### src/rtl/dab_fig0_3_record_parser_defines.svh
// Assertion macros for the DAB FIG 0/3 record parser.
// Define NO_ASSERTIONS to compile them out; uses clk and rst_n of the including module.
`ifndef DAB_FIG0_3_RECORD_PARSER_DEFINES_SVH
`define DAB_FIG0_3_RECORD_PARSER_DEFINES_SVH
`ifndef NO_ASSERTIONS
`define DABF03_ASSERT(label, prop) \
    label: assert property (@(posedge clk) disable iff (!rst_n) prop) \
        else $error("dabf03: property failed");
`define DABF03_NEVER(label, expr) \
    label: assert property (@(posedge clk) disable iff (!rst_n) !(expr)) \
        else $error("dabf03: forbidden condition");
`else
`define DABF03_ASSERT(label, prop)
`define DABF03_NEVER(label, expr)
`endif
`endif

### src/rtl/dabf03_ram.sv
// Generic simple dual-port RAM: one write port, one registered read port.
// Read-first on a same-address collision. No dependencies.
module dabf03_ram #(
    parameter int WIDTH = 8,
    parameter int DEPTH = 256
) (
    input  logic                     clk,
    input  logic                     we,
    input  logic [$clog2(DEPTH)-1:0] waddr,
    input  logic [WIDTH-1:0]         wdata,
    input  logic                     re,
    input  logic [$clog2(DEPTH)-1:0] raddr,
    output logic [WIDTH-1:0]         rdata
);

    logic [WIDTH-1:0] mem [DEPTH];

    always_ff @(posedge clk)
    begin
        if (we)
        begin
            mem[waddr] <= wdata;
        end
        if (re)
        begin
            rdata <= mem[raddr];
        end
    end

endmodule

### config.mk
export PLATFORM = sky130hd
export DESIGN_NAME = dabf03_ram
export DESIGN_NICKNAME = d
export VERILOG_FILES = /design/src/rtl/dab_fig0_3_record_parser_defines.svh /design/src/rtl/dabf03_ram.sv
export SDC_FILE = /design/constraint.sdc
export NUM_CORES = 2
export LEC_CHECK = 0
export BUFFER_PORTS_ARGS = -buffer_cell sky130_fd_sc_hd__buf_4
export CORE_MARGIN = 2
export CORE_UTILIZATION = 39
export DETAILED_ROUTE_END_ITERATION = 8
export SLEW_MARGIN = 20
export SYNTH_ARGS = -nofsm -noshare
export SYNTH_HDL_FRONTEND = slang
export SYNTH_SLANG_ARGS = --single-unit
### constraint.sdc
create_clock -name clk -period 2.95 [get_ports clk]
set_clock_uncertainty 0.1 [all_clocks]
set_input_delay 0.4425 -clock clk [delete_from_list [all_inputs] [get_ports clk]]
set_output_delay 0.4425 -clock clk [all_outputs]
set_load 0.005 [all_outputs]
# [Yosys cells after proc, flatten, opt, wreduce, memory -nomap -nowiden]
# Memory sizes are Yosys's and may differ from the RTL's. A register that Yosys moved wholly into a read port is not among the register bits.
# Index checks and enable logic that the tools add are counted.
[word_totals] mem_count=1 rom_bits=0 ramBits=2048 register_bits=0 elab_cells=3 latch_bits=0
[op_classes] shift=0 add_sub_neg=0 muxes=2 n_lt_le_gt_ge=0 multipliers=0 eq_ne=0 n_reduce_logical=0 bitwise=0 n_div=0
[memory_table] name="mem" words=256 word_bits=8 read_ports=1 rd_ports_with_merged_regs=1 write_ports=1 line="dabf03_ram.sv:16" source="logic [WIDTH-1:0] mem [DEPTH];"
[op_table] op="two-way mux 1 bit" count=2

# [Longest topological paths before layout]
[logic_depth] word_depth=2 ltp_mapped=11 ltp_nobuf=6

# [Worst setup path after synthesis]
# Ideal clock, no wire load.
[synth_timing] path_kind="in2reg" startpoint="in raddr[0]" endpoint="reg rdata[2] (read register of mem), data pin" path_stages=9 path_slack_ps=331 setup_ps=269 arrival_time_ps=2250 n_path_buf=4 path_cell_list="buf_6 -> buf_12 -> buf_8 -> buf_2 -> mux4_2 -> a22oi_1 -> a21oi_1 -> nor4_1 -> nor4_2"
[synth_rtl] element="from (decl)" line="dabf03_ram.sv:12" source="input logic [$clog2(DEPTH)-1:0] raddr,"
[synth_rtl] element="to (decl)" line="dabf03_ram.sv:13" source="output logic [WIDTH-1:0] rdata"

==> impl_results.md <==
* Fin crit share at 0.978
* Initial drt markers at between 4k and 5k
* Antenna violation net count after detailed routing at 0
* CP Capture Type: flip-flop
* Synth Area in Compound Gates at 0.0342
* Multiplexer share of the synthesized area at 0.146
* Core ar. at 203000 um2
* Root Driver: clkbuf_16
* PnR worst setup slack at 63.9 ps
* Placed cells at about 7k
* Setup crit start kind: input pin
* Placer congestion estimate at 0.860
* Die height at about 460 um
* Die area at 208000 um2
* Clk_lat worst skew at about 840 ps
* Initial antenna violation count at 10
* H-tree Lvls at 4
* Final TNS setup at 0 ps
* Main flop type after synthesis: edfxtp_1
* Hold Crit Class: in -> reg
* Synth cell types at 54
* Clk sinks at 2056
* Warnings from Yosys at 0
* Syn nets at roughly 3.8k
* Final slew viol count at 0
* Total setup buffers inserted after CTS at 0
* Max Clock Freq at roughly 350 MHz
* Crit path arrival time at about 3300 ps
* Final Hold Viols at 0
* Area occupied by multi-input gates at roughly 17000 um2
* Post-synth EDFFs at roughly 2.1k
* DR WL/cell at approximately 28 um
* Post-Place Worst Slack at -908 ps
* Critical Path RT at approximately 3400 ps
* Largest net degree at the start of global routing at slightly below 100
* Post-Synth XOR/XNOR Area at 0
* Synth area leader: edfxtp_1
* R2R cell count at 6
* Slew @ Worst Pin at roughly 850 ps
* Post-Synth Simple-Gate Area at 0.0263
* Port Buf Inserts at 34
* Layout cell share with drive strength beyond 1 at 0.321
* Synth top area share at 0.775
* Reg area at ~62000 um2
* Slew Limit Headroom at 0.430
* Synth Instances at 3733
* Final Critical Period at ~2900 ps
* TritonRoute pass-1 iters at 6
* Hold Crit Depth at 1
* Unrepaired setup endpoints after global routing: no
* Syn Area/Cell at roughly 21 um2
* DP HPWL at 132 mm
* Initial Util at 0.393
* Post-synthesis async set-or-reset flop share at 0
* Vias/cell at about 5.6
* Max-cap violations at 0
* Fin cells at around 7.3k
* Clk buf depth at 3
* Vias after detailed routing at ~41k
* Std-Cell Rows at ~170
* Max IR drop VDD at around 0.44 mV
* Fillers at 16.6k
* Worst-path clk slew at ~60 ps
* DRC violations left at 0
* Largest family of logic cells by synthesized area: multiplexers
* First-pass GRT wire length at ~300 mm
* Number of global-route vias before repair at just over 40k
* Setup violators final at 0
* PwrDens at roughly 640 nW/um2
* CP max FO at 27
* Area contributors post-synth: edfxtp_1, mux4_2, mux2i_1, nor2_1, a22oi_1
* Nets@finish at 4465
* IO Pins at 35
* GR Overflow Total at 0
* Final WL at 203 mm
* TritonCTS buffer count at a little under 200
* Die X at ~460 um
* Count leader, synth: edfxtp_1
* Synth Area in Adders at 0
* Synth Cell Area at between 70000 and 80000 um2
* CTS tree: built
* Total GRT Usage at 0.194
* Status: completed
* Leakage at about 0.030 uW
* Area grow syn2layout at 18.8%
* Register area share after synthesis at 0.775
* #FFs+latches synth at slightly above 2k
* Post-synth top cells: edfxtp_1, mux4_2, nor2_1
* Crit path kind: in -> reg
## registers in the layout (all words and copies together) (netlist names)
register  count
rdata         8
mem        2048
## critical path, stage by stage
cell	delay (ps)
buf_8	270
buf_12	230
buf_12	220
buf_4	180
mux4_2	300
a22o_1	240
a221oi_1	440
o32ai_1	220
nor3_2	610
nor4_1	120
## final timing paths
path | startpoint | to | slack, ps
setup reg to reg | mem[211][3]$_DFFE_PP_ | rdata[3]$_DFFE_PP_ | 100
setup / recovery | raddr[1] | rdata[3]$_DFFE_PP_ | 60
hold reg to reg | mem[40][3]$_DFFE_PP_ | rdata[3]$_DFFE_PP_ | 1030
hold / removal | wdata[0] | mem[212][0]$_DFFE_PP_ | 40
## layout by cell type, fill, tap and decap left out, drive strengths merged, types with 2 or more instances in the layout
master	instances
and2	6
a221oi	14
o211ai	10
a21oi	96
or2	4
a211oi	16
inv	10
nand2b	8
mux4	456
a2111oi	5
o21ai	12
clkbuf	253
nand3b	2
o22ai	28
nor3	22
bufinv	13
nor2	282
mux2i	134
nand2	33
nand3	34
nor4	27
o22a	5
dlygate4sd3	6
nor2b	31
edfxtp	2056
diode	4
clkinv	95
a22oi	133
o32ai	5
a311oi	2
a31oi	2
nand4	10
clkinvlp	5
buf	731
and3b	2
o221ai	47
a22o	8
## what timing repair did
item | CTS | global route
hold buffers | 6 | 0
gates cloned | 0 | 0
endpoints found under the hold margin | 249 | 0
setup endpoints to repair | 1 | 1
gates resized for setup | 1 | 1
## cells by family (layout without fill, tap and decap cells)
logic type,after synthesis,count (layout)
flops,2056,2056
compound gates,385,385
other cells,0,4
buf+inv,235,1113
simple gates,466,466
mux,591,591
## routing by layer
| metal | wire length [um] | GRT usage | part of all wire |
|---|---|---|---|
| met3 | 14600 | 0.0334 | 0.072 |
| met1 | 86300 | 0.278 | 0.42 |
| met5 | 45 | 0 | 0.00022 |
| met4 | 5680 | 0.0586 | 0.028 |
| met2 | 96500 | 0.306 | 0.48 |
## power breakdown
group          leakage, uW  total (uW)  switching, uW  internal [uW]
clock              0.00305       24700          10900          13800
sequential          0.0185       32300           50.2          32200
combinational      0.00892        3380           2000           1380
## cell type report
type                            instances  share of cell area
Antenna cell                            4            0.000106
Clock buffer                          253              0.0555
Clock inverter                        121              0.0109
Inverter                                2           0.0000794
Multi-Input combinational cell       1442               0.175
Sequential cell                      2056               0.653
Tap cell                             2672              0.0353
Timing Repair Buffer                  737              0.0704
## per-stage QoR
stage / hold slack [ps] / instance area, um2 / utilization / total power (uW)
2_1_floorplan: 441 / 79600 / - / 34400
3_3_place_gp: 731 / 88200 / 0.435 / 36200
3_5_place_dp: 734 / 88200 / 0.436 / 36300
4_1_cts: 3.32 / 94600 / 0.467 / 60800
5_1_grt: 31.0 / 94600 / 0.467 / 62100
6_report: 38.4 / 94600 / 0.467 / 60300
(Power assumes the default switching activity.)
